===== src/tcfe_pkg.sv =====
`default_nettype none

package tcfe_pkg;

  localparam int CACHE_DEPTH_DEF = 16;
  localparam int GRID_SIZE_DEF   = 64;

  localparam int TILE_W    = 8;
  localparam int COORD_W   = 6;
  localparam int SLOT_W    = 4;
  localparam int OUTCOME_W = 2;
  localparam int DIST_W    = COORD_W + 1;

  typedef enum logic [OUTCOME_W-1:0] {
    OUT_REJECT = 2'd0,
    OUT_HIT    = 2'd1,
    OUT_FILL   = 2'd2,
    OUT_EVICT  = 2'd3
  } outcome_t;

  typedef enum logic [1:0] {
    ST_IDLE,
    ST_SCAN,
    ST_DRAIN,
    ST_FINISH
  } state_t;

  // summary of one pass over the slots
  typedef struct packed {
    logic               hit;
    logic               empty_found;
    logic [COORD_W-1:0] victim_col;
    logic [COORD_W-1:0] victim_row;
  } scan_res_t;

endpackage

`default_nettype wire


===== src/tcfe_tag_mem.sv =====
`default_nettype none

module tcfe_tag_mem #(
  parameter int CACHE_DEPTH = tcfe_pkg::CACHE_DEPTH_DEF,
  parameter int IDX_W       = $clog2(CACHE_DEPTH)
) (
  input  wire logic                         clk,
  input  wire logic                         wr_en,
  input  wire logic [IDX_W-1:0]             wr_addr,
  input  wire logic [tcfe_pkg::COORD_W-1:0] wr_col,
  input  wire logic [tcfe_pkg::COORD_W-1:0] wr_row,
  input  wire logic                         rd_en,
  input  wire logic [IDX_W-1:0]             rd_addr,
  output logic      [tcfe_pkg::COORD_W-1:0] rd_col,
  output logic      [tcfe_pkg::COORD_W-1:0] rd_row
);
  import tcfe_pkg::*;

  logic [2*COORD_W-1:0] mem_r [CACHE_DEPTH];
  logic [2*COORD_W-1:0] rd_data_r;

  always_ff @(posedge clk) begin
    if (wr_en) begin
      mem_r[wr_addr] <= {wr_col, wr_row};
    end
  end

  always_ff @(posedge clk) begin
    if (rd_en) begin
      rd_data_r <= mem_r[rd_addr];
    end
  end

  assign rd_col = rd_data_r[2*COORD_W-1:COORD_W];
  assign rd_row = rd_data_r[COORD_W-1:0];

endmodule

`default_nettype wire


===== src/tcfe_scan_unit.sv =====
`default_nettype none

module tcfe_scan_unit #(
  parameter int CACHE_DEPTH = tcfe_pkg::CACHE_DEPTH_DEF,
  parameter int IDX_W       = $clog2(CACHE_DEPTH)
) (
  input  wire logic                         clk,
  input  wire logic                         rst_n,
  input  wire logic                         clear,
  input  wire logic                         ev_en,
  input  wire logic [IDX_W-1:0]             ev_idx,
  input  wire logic                         ev_valid,
  input  wire logic [tcfe_pkg::COORD_W-1:0] ent_col,
  input  wire logic [tcfe_pkg::COORD_W-1:0] ent_row,
  input  wire logic [tcfe_pkg::COORD_W-1:0] req_col,
  input  wire logic [tcfe_pkg::COORD_W-1:0] req_row,
  input  wire logic [tcfe_pkg::COORD_W-1:0] ctr_x,
  input  wire logic [tcfe_pkg::COORD_W-1:0] ctr_z,
  output tcfe_pkg::scan_res_t               res,
  output logic      [IDX_W-1:0]             hit_idx,
  output logic      [IDX_W-1:0]             empty_idx,
  output logic      [IDX_W-1:0]             victim_idx
);
  import tcfe_pkg::*;

  logic               hit_r;
  logic               empty_found_r;
  logic [IDX_W-1:0]   hit_idx_r;
  logic [IDX_W-1:0]   empty_idx_r;
  logic [IDX_W-1:0]   victim_idx_r;
  logic [DIST_W-1:0]  best_r;
  logic [COORD_W-1:0] victim_col_r;
  logic [COORD_W-1:0] victim_row_r;

  logic [COORD_W-1:0] dx;
  logic [COORD_W-1:0] dz;
  logic [DIST_W-1:0]  man_dist;
  logic               match;
  logic               take_victim;

  // manhattan distance of the entry under evaluation
  always_comb begin
    dx          = (ent_col > ctr_x) ? (ent_col - ctr_x) : (ctr_x - ent_col);
    dz          = (ent_row > ctr_z) ? (ent_row - ctr_z) : (ctr_z - ent_row);
    man_dist    = DIST_W'(dx) + DIST_W'(dz);
    match       = ev_valid && (ent_col == req_col) && (ent_row == req_row);
    // a valid slot 0 always seeds the victim so an all-zero field picks slot 0
    take_victim = ev_valid && ((man_dist > best_r) || (ev_idx == '0));
  end

  always_ff @(posedge clk) begin
    if (!rst_n) begin
      hit_r         <= 1'b0;
      empty_found_r <= 1'b0;
    end else if (clear) begin
      hit_r         <= 1'b0;
      empty_found_r <= 1'b0;
    end else if (ev_en) begin
      if (match && !hit_r) begin
        hit_r <= 1'b1;
      end
      if (!ev_valid && !empty_found_r) begin
        empty_found_r <= 1'b1;
      end
    end
  end

  always_ff @(posedge clk) begin
    if (clear) begin
      best_r       <= '0;
      victim_idx_r <= '0;
    end else if (ev_en) begin
      if (match && !hit_r) begin
        hit_idx_r <= ev_idx;
      end
      if (!ev_valid && !empty_found_r) begin
        empty_idx_r <= ev_idx;
      end
      if (take_victim) begin
        best_r       <= man_dist;
        victim_idx_r <= ev_idx;
        victim_col_r <= ent_col;
        victim_row_r <= ent_row;
      end
    end
  end

  assign res.hit         = hit_r;
  assign res.empty_found = empty_found_r;
  assign res.victim_col  = victim_col_r;
  assign res.victim_row  = victim_row_r;
  assign hit_idx         = hit_idx_r;
  assign empty_idx       = empty_idx_r;
  assign victim_idx      = victim_idx_r;

endmodule

`default_nettype wire


===== src/tile_cache_farthest_eviction.sv =====
// channel   ports                                         transfer when
// request   in_tile_x/z, in_tile_present, in_center_x/z   start && !busy
// result    out_outcome, out_slot, out_evicted_x/z        out_strobe
//
// a request passes through the scan, drain and finish states before the result strobe;
// the tag memory scan reads one slot per cycle through one read port
// the shared compare/distance unit checks hit, first empty and farthest slot
// rejected requests skip the scan and go straight to the finish state
// busy is low in the strobe cycle, so the next request may transfer there
// rst_n is synchronous; it clears the valid bits at once, no clearing pass
// the receiver cannot stall: each result stands for exactly one cycle
`default_nettype none

module tile_cache_farthest_eviction #(
  parameter int CACHE_DEPTH = tcfe_pkg::CACHE_DEPTH_DEF,
  parameter int GRID_SIZE   = tcfe_pkg::GRID_SIZE_DEF
) (
  input  wire logic                           clk,
  input  wire logic                           rst_n,
  input  wire logic                           start,
  output logic                                busy,
  input  wire logic signed [tcfe_pkg::TILE_W-1:0]  in_tile_x,
  input  wire logic signed [tcfe_pkg::TILE_W-1:0]  in_tile_z,
  input  wire logic                           in_tile_present,
  input  wire logic        [tcfe_pkg::COORD_W-1:0] in_center_x,
  input  wire logic        [tcfe_pkg::COORD_W-1:0] in_center_z,
  output logic                                out_strobe,
  output logic      [tcfe_pkg::OUTCOME_W-1:0] out_outcome,
  output logic      [tcfe_pkg::SLOT_W-1:0]    out_slot,
  output logic      [tcfe_pkg::COORD_W-1:0]   out_evicted_x,
  output logic      [tcfe_pkg::COORD_W-1:0]   out_evicted_z
);
  import tcfe_pkg::*;

  localparam int                IDX_W    = $clog2(CACHE_DEPTH);
  localparam logic [IDX_W-1:0]  LAST_IDX = IDX_W'(CACHE_DEPTH - 1);
  localparam logic [TILE_W-1:0] GRID_LIM = TILE_W'(GRID_SIZE);

  // sequencer
  state_t state_r, state_nxt;
  logic   accept;
  logic   rd_en;
  logic   finish;

  // request hold registers
  logic               reject_r;
  logic [COORD_W-1:0] req_col_r;
  logic [COORD_W-1:0] req_row_r;
  logic [COORD_W-1:0] ctr_x_r;
  logic [COORD_W-1:0] ctr_z_r;

  // scan pointers
  logic [IDX_W-1:0] rd_idx_r;
  logic             ev_vld_r;
  logic [IDX_W-1:0] ev_idx_r;

  logic [CACHE_DEPTH-1:0] slot_valid_r;

  logic [COORD_W-1:0] ent_col;
  logic [COORD_W-1:0] ent_row;
  scan_res_t          scan_res;
  logic [IDX_W-1:0]   hit_idx;
  logic [IDX_W-1:0]   empty_idx;
  logic [IDX_W-1:0]   victim_idx;

  logic     in_reject;
  outcome_t fin_outcome;
  logic [IDX_W-1:0]   fin_slot;
  logic [COORD_W-1:0] fin_ex;
  logic [COORD_W-1:0] fin_ez;
  logic               fin_write;
  logic               wr_en;

  // negative coordinates read as 128 or more unsigned, so one compare covers both ends
  assign in_reject = !(($unsigned(in_tile_x) < GRID_LIM) &&
                       ($unsigned(in_tile_z) < GRID_LIM) && in_tile_present);

  // next state
  always_comb begin
    state_nxt = state_r;
    unique case (state_r)
      ST_IDLE: begin
        if (start) begin
          state_nxt = in_reject ? ST_FINISH : ST_SCAN;
        end
      end
      ST_SCAN: begin
        if (rd_idx_r == LAST_IDX) begin
          state_nxt = ST_DRAIN;
        end
      end
      ST_DRAIN:  state_nxt = ST_FINISH;
      ST_FINISH: state_nxt = ST_IDLE;
    endcase
  end

  // sequencer outputs
  always_comb begin
    busy   = (state_r != ST_IDLE);
    accept = start && (state_r == ST_IDLE);
    rd_en  = (state_r == ST_SCAN);
    finish = (state_r == ST_FINISH);
  end

  always_ff @(posedge clk) begin
    if (!rst_n) begin
      state_r  <= ST_IDLE;
      reject_r <= 1'b0;
      rd_idx_r <= '0;
      ev_vld_r <= 1'b0;
    end else begin
      state_r  <= state_nxt;
      ev_vld_r <= rd_en;
      if (accept) begin
        reject_r <= in_reject;
        rd_idx_r <= '0;
      end else if (rd_en) begin
        rd_idx_r <= IDX_W'(rd_idx_r + 1'b1);
      end
    end
  end

  always_ff @(posedge clk) begin
    ev_idx_r <= rd_idx_r;
    if (accept) begin
      req_col_r <= in_tile_x[COORD_W-1:0];
      req_row_r <= in_tile_z[COORD_W-1:0];
      ctr_x_r   <= in_center_x;
      ctr_z_r   <= in_center_z;
    end
  end

  tcfe_tag_mem #(
    .CACHE_DEPTH (CACHE_DEPTH),
    .IDX_W       (IDX_W)
  ) u_tag_mem (
    .clk     (clk),
    .wr_en   (wr_en),
    .wr_addr (fin_slot),
    .wr_col  (req_col_r),
    .wr_row  (req_row_r),
    .rd_en   (rd_en),
    .rd_addr (rd_idx_r),
    .rd_col  (ent_col),
    .rd_row  (ent_row)
  );

  // memory data lands in the cycle after the read, valid bit is read alongside
  tcfe_scan_unit #(
    .CACHE_DEPTH (CACHE_DEPTH),
    .IDX_W       (IDX_W)
  ) u_scan_unit (
    .clk        (clk),
    .rst_n      (rst_n),
    .clear      (accept),
    .ev_en      (ev_vld_r),
    .ev_idx     (ev_idx_r),
    .ev_valid   (slot_valid_r[ev_idx_r]),
    .ent_col    (ent_col),
    .ent_row    (ent_row),
    .req_col    (req_col_r),
    .req_row    (req_row_r),
    .ctr_x      (ctr_x_r),
    .ctr_z      (ctr_z_r),
    .res        (scan_res),
    .hit_idx    (hit_idx),
    .empty_idx  (empty_idx),
    .victim_idx (victim_idx)
  );

  // resolve the pass: hit beats a free slot, a free slot beats eviction
  always_comb begin
    fin_outcome = OUT_REJECT;
    fin_slot    = '0;
    fin_ex      = '0;
    fin_ez      = '0;
    fin_write   = 1'b0;
    priority if (reject_r) begin
      fin_outcome = OUT_REJECT;
    end else if (scan_res.hit) begin
      fin_outcome = OUT_HIT;
      fin_slot    = hit_idx;
    end else if (scan_res.empty_found) begin
      fin_outcome = OUT_FILL;
      fin_slot    = empty_idx;
      fin_write   = 1'b1;
    end else begin
      fin_outcome = OUT_EVICT;
      fin_slot    = victim_idx;
      fin_ex      = scan_res.victim_col;
      fin_ez      = scan_res.victim_row;
      fin_write   = 1'b1;
    end
  end

  assign wr_en = finish && fin_write;

  always_ff @(posedge clk) begin
    if (!rst_n) begin
      slot_valid_r <= '0;
    end else if (wr_en) begin
      slot_valid_r[fin_slot] <= 1'b1;
    end
  end

  // result register
  always_ff @(posedge clk) begin
    if (!rst_n) begin
      out_strobe <= 1'b0;
    end else begin
      out_strobe <= finish;
    end
  end

  always_ff @(posedge clk) begin
    if (finish) begin
      out_outcome   <= fin_outcome;
      out_slot      <= SLOT_W'(fin_slot);
      out_evicted_x <= fin_ex;
      out_evicted_z <= fin_ez;
    end
  end

  // a result follows only the resolve cycle
  a_strobe_after_finish: assert property (@(posedge clk) disable iff (!rst_n)
    out_strobe |-> $past(state_r == ST_FINISH))
    else $error("result strobe without a resolve cycle");

  // eviction only happens on a full cache
  a_evict_only_full: assert property (@(posedge clk) disable iff (!rst_n)
    (finish && !reject_r && !scan_res.hit && !scan_res.empty_found) |-> (&slot_valid_r))
    else $error("eviction chosen while a slot is free");

  // a rejected request leaves the tags alone
  a_reject_no_write: assert property (@(posedge clk) disable iff (!rst_n)
    (finish && reject_r) |=> $stable(slot_valid_r))
    else $error("rejected request changed the valid bits");

  // a hit never changes the cache state
  a_hit_no_write: assert property (@(posedge clk) disable iff (!rst_n)
    (finish && !reject_r && scan_res.hit) |-> !wr_en)
    else $error("hit wrote the tag memory");

endmodule

`default_nettype wire

===== config.mk =====
export PLATFORM = sky130hd
export DESIGN_NAME = tile_cache_farthest_eviction
export DESIGN_NICKNAME = d
export VERILOG_FILES = /design/src/tcfe_pkg.sv /design/src/tcfe_tag_mem.sv /design/src/tcfe_scan_unit.sv /design/src/tile_cache_farthest_eviction.sv
export SDC_FILE = /design/constraint.sdc
export NUM_CORES = 1
export LEC_CHECK = 0
export ABC_AREA = 1
export BUFFER_PORTS_ARGS = -buffer_cell sky130_fd_sc_hd__buf_2
export CORE_AREA = 4 4 186 188
export DETAILED_ROUTE_END_ITERATION = 12
export DIE_AREA = 0 0 190 192
export GPL_TIMING_DRIVEN = 0
export SETUP_SLACK_MARGIN = 0.2
export SLEW_MARGIN = 20
export SYNTH_ARGS = -nofsm -noshare
export SYNTH_HDL_FRONTEND = slang
export SYNTH_HIERARCHICAL = 1
export SYNTH_SLANG_ARGS = --single-unit

===== constraint.sdc =====
create_clock -name clk -period 4.6 [get_ports clk]
set_input_delay 0.23 -clock clk [delete_from_list [all_inputs] [get_ports clk]]
set_output_delay 0.23 -clock clk [all_outputs]
set_load 0.03 [all_outputs]

**Word level (Yosys, flattened, before mapping)**

Memories as Yosys holds them, arrays and structs flattened. A register that Yosys moved wholly into a read port is not among the register bits.
Index checks and enable logic that the tools add are counted.

- Flip-flop bits (word level): 104
- RAM bits: 192
- Bits of input ports: 32
- Output and inout bits: 20
- Memories kept: 1

- $add $sub $neg: 6
- Order comparisons: 8
- Eq/ne operators: 8
- Multiplexer cells: 19
- Bitwise operators: 3
- Reduce and logical (&&, ||, !) cells: 28

Memories:

| memory | depth | width | rd ports | clocked after Yosys merged registers in | wr ports | RTL line | RTL |
|---|---|---|---|---|---|---|---|
| u_tag_mem.mem_r | 16 | 12 | 1 | 1 | 1 | tcfe_tag_mem.sv:19 | `logic [2*COORD_W-1:0] mem_r [CACHE_DEPTH];` |

Operators by type and width:

| kind | number |
|---|---|
| 6-bit subtractor | 4 |
| 8-bit by 7-bit < comparator with 1-bit output, second input constant | 2 |
| 16-bit bitwise OR | 1 |
| 6-bit equality test | 2 |
| 6-bit greater-than comparator | 2 |
| 4-bit 2-to-1 mux | 3 |
| 6-bit 2-to-1 mux | 2 |
| 1-bit logical AND | 10 |
| 4-bit by 5-bit < comparator with 1-bit output, second input constant | 2 |
| 3-bit AND reduction | 3 |
| 1-bit 2-to-1 mux | 8 |
| 2-bit one-hot mux with 4 select lines | 1 |
| 2-bit AND reduction | 4 |
| 6-bit by 6-bit adder with 7-bit output | 1 |
| 7-bit greater-than comparator | 1 |
| 2-bit 2-to-1 mux | 3 |
| 4-bit by 1-bit adder with 4-bit output, second input constant | 1 |
| 1-bit binary-select mux with 4-bit select | 1 |
| 1-bit demux with 4-bit select | 1 |
| 2-bit equality test, second input constant | 2 |
| 4-bit equality test, second input constant | 1 |
| 4-bit by 1-bit >= comparator with 1-bit output, second input constant | 1 |
| 1-bit zero test | 4 |
| 4-bit zero test | 1 |
| other kinds (9) | 11 |

**Longest topological paths before layout**

- Depth after elaboration: 8
- Mapped depth: 32

**Hierarchy**

Netlist, hierarchy kept.

By module, submodules not included:

| module | times used | cells each | area each (um^2) | sequential area each (um^2) |
|---|---|---|---|---|
| tcfe_tag_mem | 1 | 813 | 8,677.1 | 6,125.9 |
| tcfe_scan_unit | 1 | 429 | 3,144.3 | 860.8 |
| tile_cache_farthest_eviction | 1 | 267 | 2,857.7 | 1,841.8 |

**Worst setup path after synthesis**

OpenSTA, ideal clock, no wires.

- Kind: register to register
- Start point: reg u_tag_mem.rd_data_r[0], read port of u_tag_mem.mem_r
- End point: reg u_scan_unit.victim_col_r[0] (enable)
- Library setup time: 380 ps
- Arrival: 3,832 ps
- Data required time: 4,220 ps
- Slack: 388 ps
- Stages on the path, launching flop included: 28
- Buffers on the path: 1
- Cell sequence: edfxtp_1 > inv_1 > ha_1 > inv_1 > fa_1 > nand2_2 > nand2_2 > a21oi_4 > nor2_4 > inv_4 > nand2_1 > nand2_1 > inv_1 > ha_1 > nand2_1 > o21ai_0 > xor2_1 > inv_1 > ha_1 > nand2_1 > nor2_2 > nand2_1 > nand2_1 > nand2_1 > nand2_2 > buf_6 > nand2_1 > nor2_1

- Word-level cells in the longest chain between the ends: 7
- Elaborated cells between the ends (all ways): 9
- Those cells by class: add/sub (3); order compare (2); mux (1); reduce/logical (3)

Ends and longest elaborated chain:

| item | RTL line | RTL |
|---|---|---|
| start: declaration | tcfe_tag_mem.sv:20 | `logic [2*COORD_W-1:0] rd_data_r;` |
| 6-bit subtractor / 6-bit greater-than comparator (equally long branches) | tcfe_scan_unit.sv:44 | `dz = (ent_row > ctr_z) ? (ent_row - ctr_z) : (ctr_z - ent_row);` |
| 6-bit 2-to-1 mux * | tcfe_scan_unit.sv:44 |  |
| 6-bit by 6-bit adder with 7-bit output * | tcfe_scan_unit.sv:45 | `man_dist = DIST_W'(dx) + DIST_W'(dz);` |
| net u_scan_unit.man_dist[4] | tcfe_scan_unit.sv:37 | `logic [DIST_W-1:0] man_dist;` |
| 7-bit greater-than comparator * | tcfe_scan_unit.sv:48 | `take_victim = ev_valid && ((man_dist > best_r) \|\| (ev_idx == '0));` |
| 1-bit logical OR * | tcfe_scan_unit.sv:48 |  |
| 1-bit logical AND * | tcfe_scan_unit.sv:48 |  |
| 3-bit AND reduction (no line) * | n/a |  |
| end signal: assignment | tcfe_scan_unit.sv:82 | `victim_col_r <= ent_col;` |
| end: declaration | tcfe_scan_unit.sv:32 | `logic [COORD_W-1:0] victim_col_r;` |

The timed path passes the listed nets; every way through them passes the cells marked *.
A chain may end at the register's enable or synchronous reset.

**Worst setup path in the final report**

- Start point: reg u_tag_mem.rd_data_r[0], read port of u_tag_mem.mem_r
- End point: reg u_scan_unit.victim_row_r[0] (enable)

- Word-level cells in the longest chain between the ends: 7
- Elaborated cells between the ends (all ways): 9
- Those cells by class: add/sub (3); order compare (2); mux (1); reduce/logical (3)

Ends and longest elaborated chain:

| item | RTL line | RTL |
|---|---|---|
| 6-bit subtractor / 6-bit greater-than comparator (equally long branches) | tcfe_scan_unit.sv:44 |  |
| 6-bit 2-to-1 mux * | tcfe_scan_unit.sv:44 |  |
| 6-bit by 6-bit adder with 7-bit output * | tcfe_scan_unit.sv:45 |  |
| net u_scan_unit.man_dist[4] | tcfe_scan_unit.sv:37 |  |
| 7-bit greater-than comparator * | tcfe_scan_unit.sv:48 |  |
| 1-bit logical OR * | tcfe_scan_unit.sv:48 |  |
| 1-bit logical AND * | tcfe_scan_unit.sv:48 |  |
| 3-bit AND reduction (no line) * | n/a |  |
| end signal: assignment | tcfe_scan_unit.sv:83 | `victim_row_r <= ent_row;` |
| end: declaration | tcfe_scan_unit.sv:33 | `logic [COORD_W-1:0] victim_row_r;` |

Marks and branches as above.

==> Flow_metrics.wiki <==
{| class="wikitable"
! Metric !! Value
|-
| Run status || completed
|-
| Highest net fanout along the worst path || 6
|-
| Detail Placement HPWL || around 24000 um
|-
| Via density || just under 5
|-
| Share of final-layout standard cells stronger than drive strength 1 || 15.7%
|-
| Initial antenna violation count || 0
|-
| Initial cell density of the core || between 40% and 50%
|-
| Number of I/O pins || 52
|-
| Min Hold Slack || between 40 and 50 ps
|-
| CTS tree || yes
|-
| Distinct cells, synth || 41
|-
| Clock Latency Late Sink || between 500 and 600 ps
|-
| Synthesized area || around 15000 um^2
|-
| EDFF count, synth || between 200 and 300
|-
| Hold violation count in the final report || 0
|-
| Cell count after placement || ~2000
|-
| Final nets || around 1700
|-
| Leading cell type in the layout, fill and taps excluded || sky130_fd_sc_hd__nand2_1
|-
| Seq/Total Area, Yosys || between 60 and 70%
|-
| MaxCap Viol Count || 0
|-
| Element type at the critical path start || flip-flop
|-
| Die Ht || 192 um
|-
| Hold Path Class || input pin to flip-flop
|-
| Starting DRC count in detailed routing || 710
|-
| Proportion of synthesized flip-flops having asynchronous set or reset || 0%
|-
| Instance count of the mapped netlist || about 1500
|-
| Place WS || -464 ps
|-
| Dominant synthesized flop cell || sky130_fd_sc_hd__edfxtp_1
|-
| Vias in the first global route || 9914
|-
| Clock transition at path regs || ~60 ps
|-
| Worst Tran Pin Value || 1110 ps
|-
| #FFs+latches synth || between 300 and 400
|-
| Cell repeated most along the worst path || sky130_fd_sc_hd__nand2_1
|-
| Clock skew after layout || approximately 16 ps
|-
| Routed WL per cell || between 15 and 20 um
|-
| Peak supply drop || approximately 0.53 mV
|-
| Inserted Clock Buffers || 34
|-
| Final antenna-violating net count || 0
|-
| Routed WL || around 36000 um
|-
| Pin count of the biggest net entering global routing || 30
|-
| Combined global-route utilization of all metal layers || between 10% and 20%
|-
| Global-route wire length before repair || 55000 um
|-
| CP peak stage delay || about 430 ps
|-
| Setup-violating endpoint count in the final report || 0
|-
| Global placement routability congestion || ~0.89
|-
| Portion of the clock cycle consumed by the worst path in the final layout || between 90% and 100%
|-
| Highest-count cells in the layout ignoring fill and taps || sky130_fd_sc_hd__nand2_1, sky130_fd_sc_hd__inv_1, sky130_fd_sc_hd__edfxtp_1
|-
| Final worst setup slack || between 400 and 500 ps
|-
| Slowest CP cell || sky130_fd_sc_hd__edfxtp_1
|-
| Horizontal die dimension || around 190 um
|-
| Number of design rule violations left after detail routing || 0
|-
| Overflow after GRT || 0
|-
| Final std cells w/o fill || ~2100
|-
| # clock sinks || 308
|-
| Max Clk Rate || 240 MHz
|-
| Ys Warns || 6
|-
| Net count after synthesis || around 1600
|-
| Crit path kind || flip-flop to flip-flop
|-
| Count of port buffers added during placement || between 50 and 60
|-
| Unrepaired setup endpoints after global routing || no
|-
| Core footprint || roughly 33000 um^2
|-
| Static leakage || ~0.0074 uW
|-
| Total Die Area || between 30000 and 40000 um^2
|-
| Headroom to the max-slew limit || 26.0%
|-
| CTS HTree Levels || 2
|-
| Signed area change from the synthesized netlist to the final layout || 17.3%
|-
| Worst Path Arrival || ~4400 ps
|-
| Time the worst path needs with I/O delays and setup || between 4000 and 5000 ps
|-
| First-pass iteration count of the detailed router || 5
|-
| CP Data Required Time || 4820 ps
|-
| Clk buf depth || 3
|-
| Setup total negative slack || 0 ps
|-
| FP Rows || 67
|-
| Clock root buffer || sky130_fd_sc_hd__clkbuf_16
|-
| Post-Synthesis Mean Instance Area || between 9 and 10 um^2
|-
| Ratio of total power to cell area || between 600 and 700 nW/um^2
|-
| Total vias in the final route || 10200
|-
| Endpoint kind of the worst setup timing path || flip-flop
|-
| Total count of max-transition violations in the final report || 0
|}
## report_power, final
group	switching, uW	internal [uW]	leakage (uW)
Sequential	252	3370	0.00275
Combinational	2620	1690	0.00411
Clock	1090	1690	0.000576
## timing repair
action	CTS	global route
setup endpoints to repair	12	20
gates cloned	0	1
gates resized for setup	4	31
setup buffers	4	10
endpoints found under the hold margin	24	0
pin swaps	2	12
hold buffers	24	0
## critical path: cells and delay by family, from the launching register on
| kind | cells | cell delay [ps] |
|---|---|---|
| adders and majority gates | 4 | 1130 |
| and+or+nand+nor | 14 | 1070 |
| buffers and inverters | 7 | 640 |
| DFF | 1 | 430 |
| AOI/OAI and AO/OA | 2 | 370 |
| xor gates and xnor gates | 1 | 210 |
## synth_stat cells, types with 4 or more instances
cell                         n  area (um^2)
sky130_fd_sc_hd__nor2_4      5         56.3
sky130_fd_sc_hd__a21oi_1    42          210
sky130_fd_sc_hd__nor3_1      5         25.0
sky130_fd_sc_hd__nand2_4     7         78.8
sky130_fd_sc_hd__nand4_1     9         56.3
sky130_fd_sc_hd__a21oi_2     9         78.8
sky130_fd_sc_hd__ha_1       41          513
sky130_fd_sc_hd__inv_2       6         22.5
sky130_fd_sc_hd__o21ai_0    14         70.1
sky130_fd_sc_hd__nand2_2     9         56.3
sky130_fd_sc_hd__o211ai_1    4         30.0
sky130_fd_sc_hd__nor2_2      4         25.0
sky130_fd_sc_hd__buf_2      23          115
sky130_fd_sc_hd__nor2_1     69          259
sky130_fd_sc_hd__buf_4       6         45.0
sky130_fd_sc_hd__nand2_1   409         1540
sky130_fd_sc_hd__edfxtp_1  266         7990
sky130_fd_sc_hd__a21o_1      6         45.0
sky130_fd_sc_hd__fa_1        5          100
sky130_fd_sc_hd__nand3_1   175          876
sky130_fd_sc_hd__buf_6      12          135
sky130_fd_sc_hd__clkbuf_1    9         33.8
sky130_fd_sc_hd__inv_1     281         1050
sky130_fd_sc_hd__buf_1       5         18.8
sky130_fd_sc_hd__dfxtp_1    42          841
sky130_fd_sc_hd__xor2_1     17          149
## metal layers
layer	up-vias	track usage [%]	part of all wire, %
met3	60	2.65	5.8
met4	0	4.70	2.4
met2	303	33.7	48
met5	-	0	0
li1	5097	-	-
met1	4769	26.1	44
## final cells by class
type                       instances  area [um^2]
fill                            3002        15900
sequential                       308         8830
multi-input combinational        856         4580
inverter                         290         1100
clock buffer                      45          986
timing repair buffer              90          638
tap                              448          561
buffer                            55          348
clock inverter                    17          178
antenna                            1         2.50
## kinds of logic after synthesis
kind of cell | count (synthesis) | share of synthesized area (%)
AO/OA/AOI/OAI | 84 | 3.60
XOR/XNOR | 19 | 1.13
adder cells (fa/ha/maj) | 46 | 4.18
buffers and inverters | 345 | 9.85
flip-flops | 308 | 60.1
AND/OR/NAND/NOR | 707 | 21.1
## worst paths after layout
check / endpoint / slack, ps / start / cells past startpoint
worst max-delay path: u_scan_unit/victim_row_r[0] / 430 / u_tag_mem/rd_data_r[0] / 28
worst min-delay path: out_strobe / 40 / rst_n / 3
worst max register to register: u_scan_unit/victim_row_r[0] / 430 / u_tag_mem/rd_data_r[0] / 28
worst min register to register: ev_idx_r[0] / 410 / rd_idx_r[0] / 0
## registers in the layout, summed over array words and instances (netlist names), 7 cells and up
signal	flops
u_tag_mem/mem_r	192
u_scan_unit/best_r	7
slot_valid_r	16
u_tag_mem/rd_data_r	12
## metrics by stage
stage                     instance area [um^2]  utilization [%]  total power [uW]
final                                    17200             52.0             10700
after global routing                     17200             52.0             11400
after CTS                                17000             51.2             10200
after detailed placement                 15500             46.8              7270
after global placement                   15500             46.8              7210
after floorplan                          14700                -              6280
(Power assumes the default switching activity.)
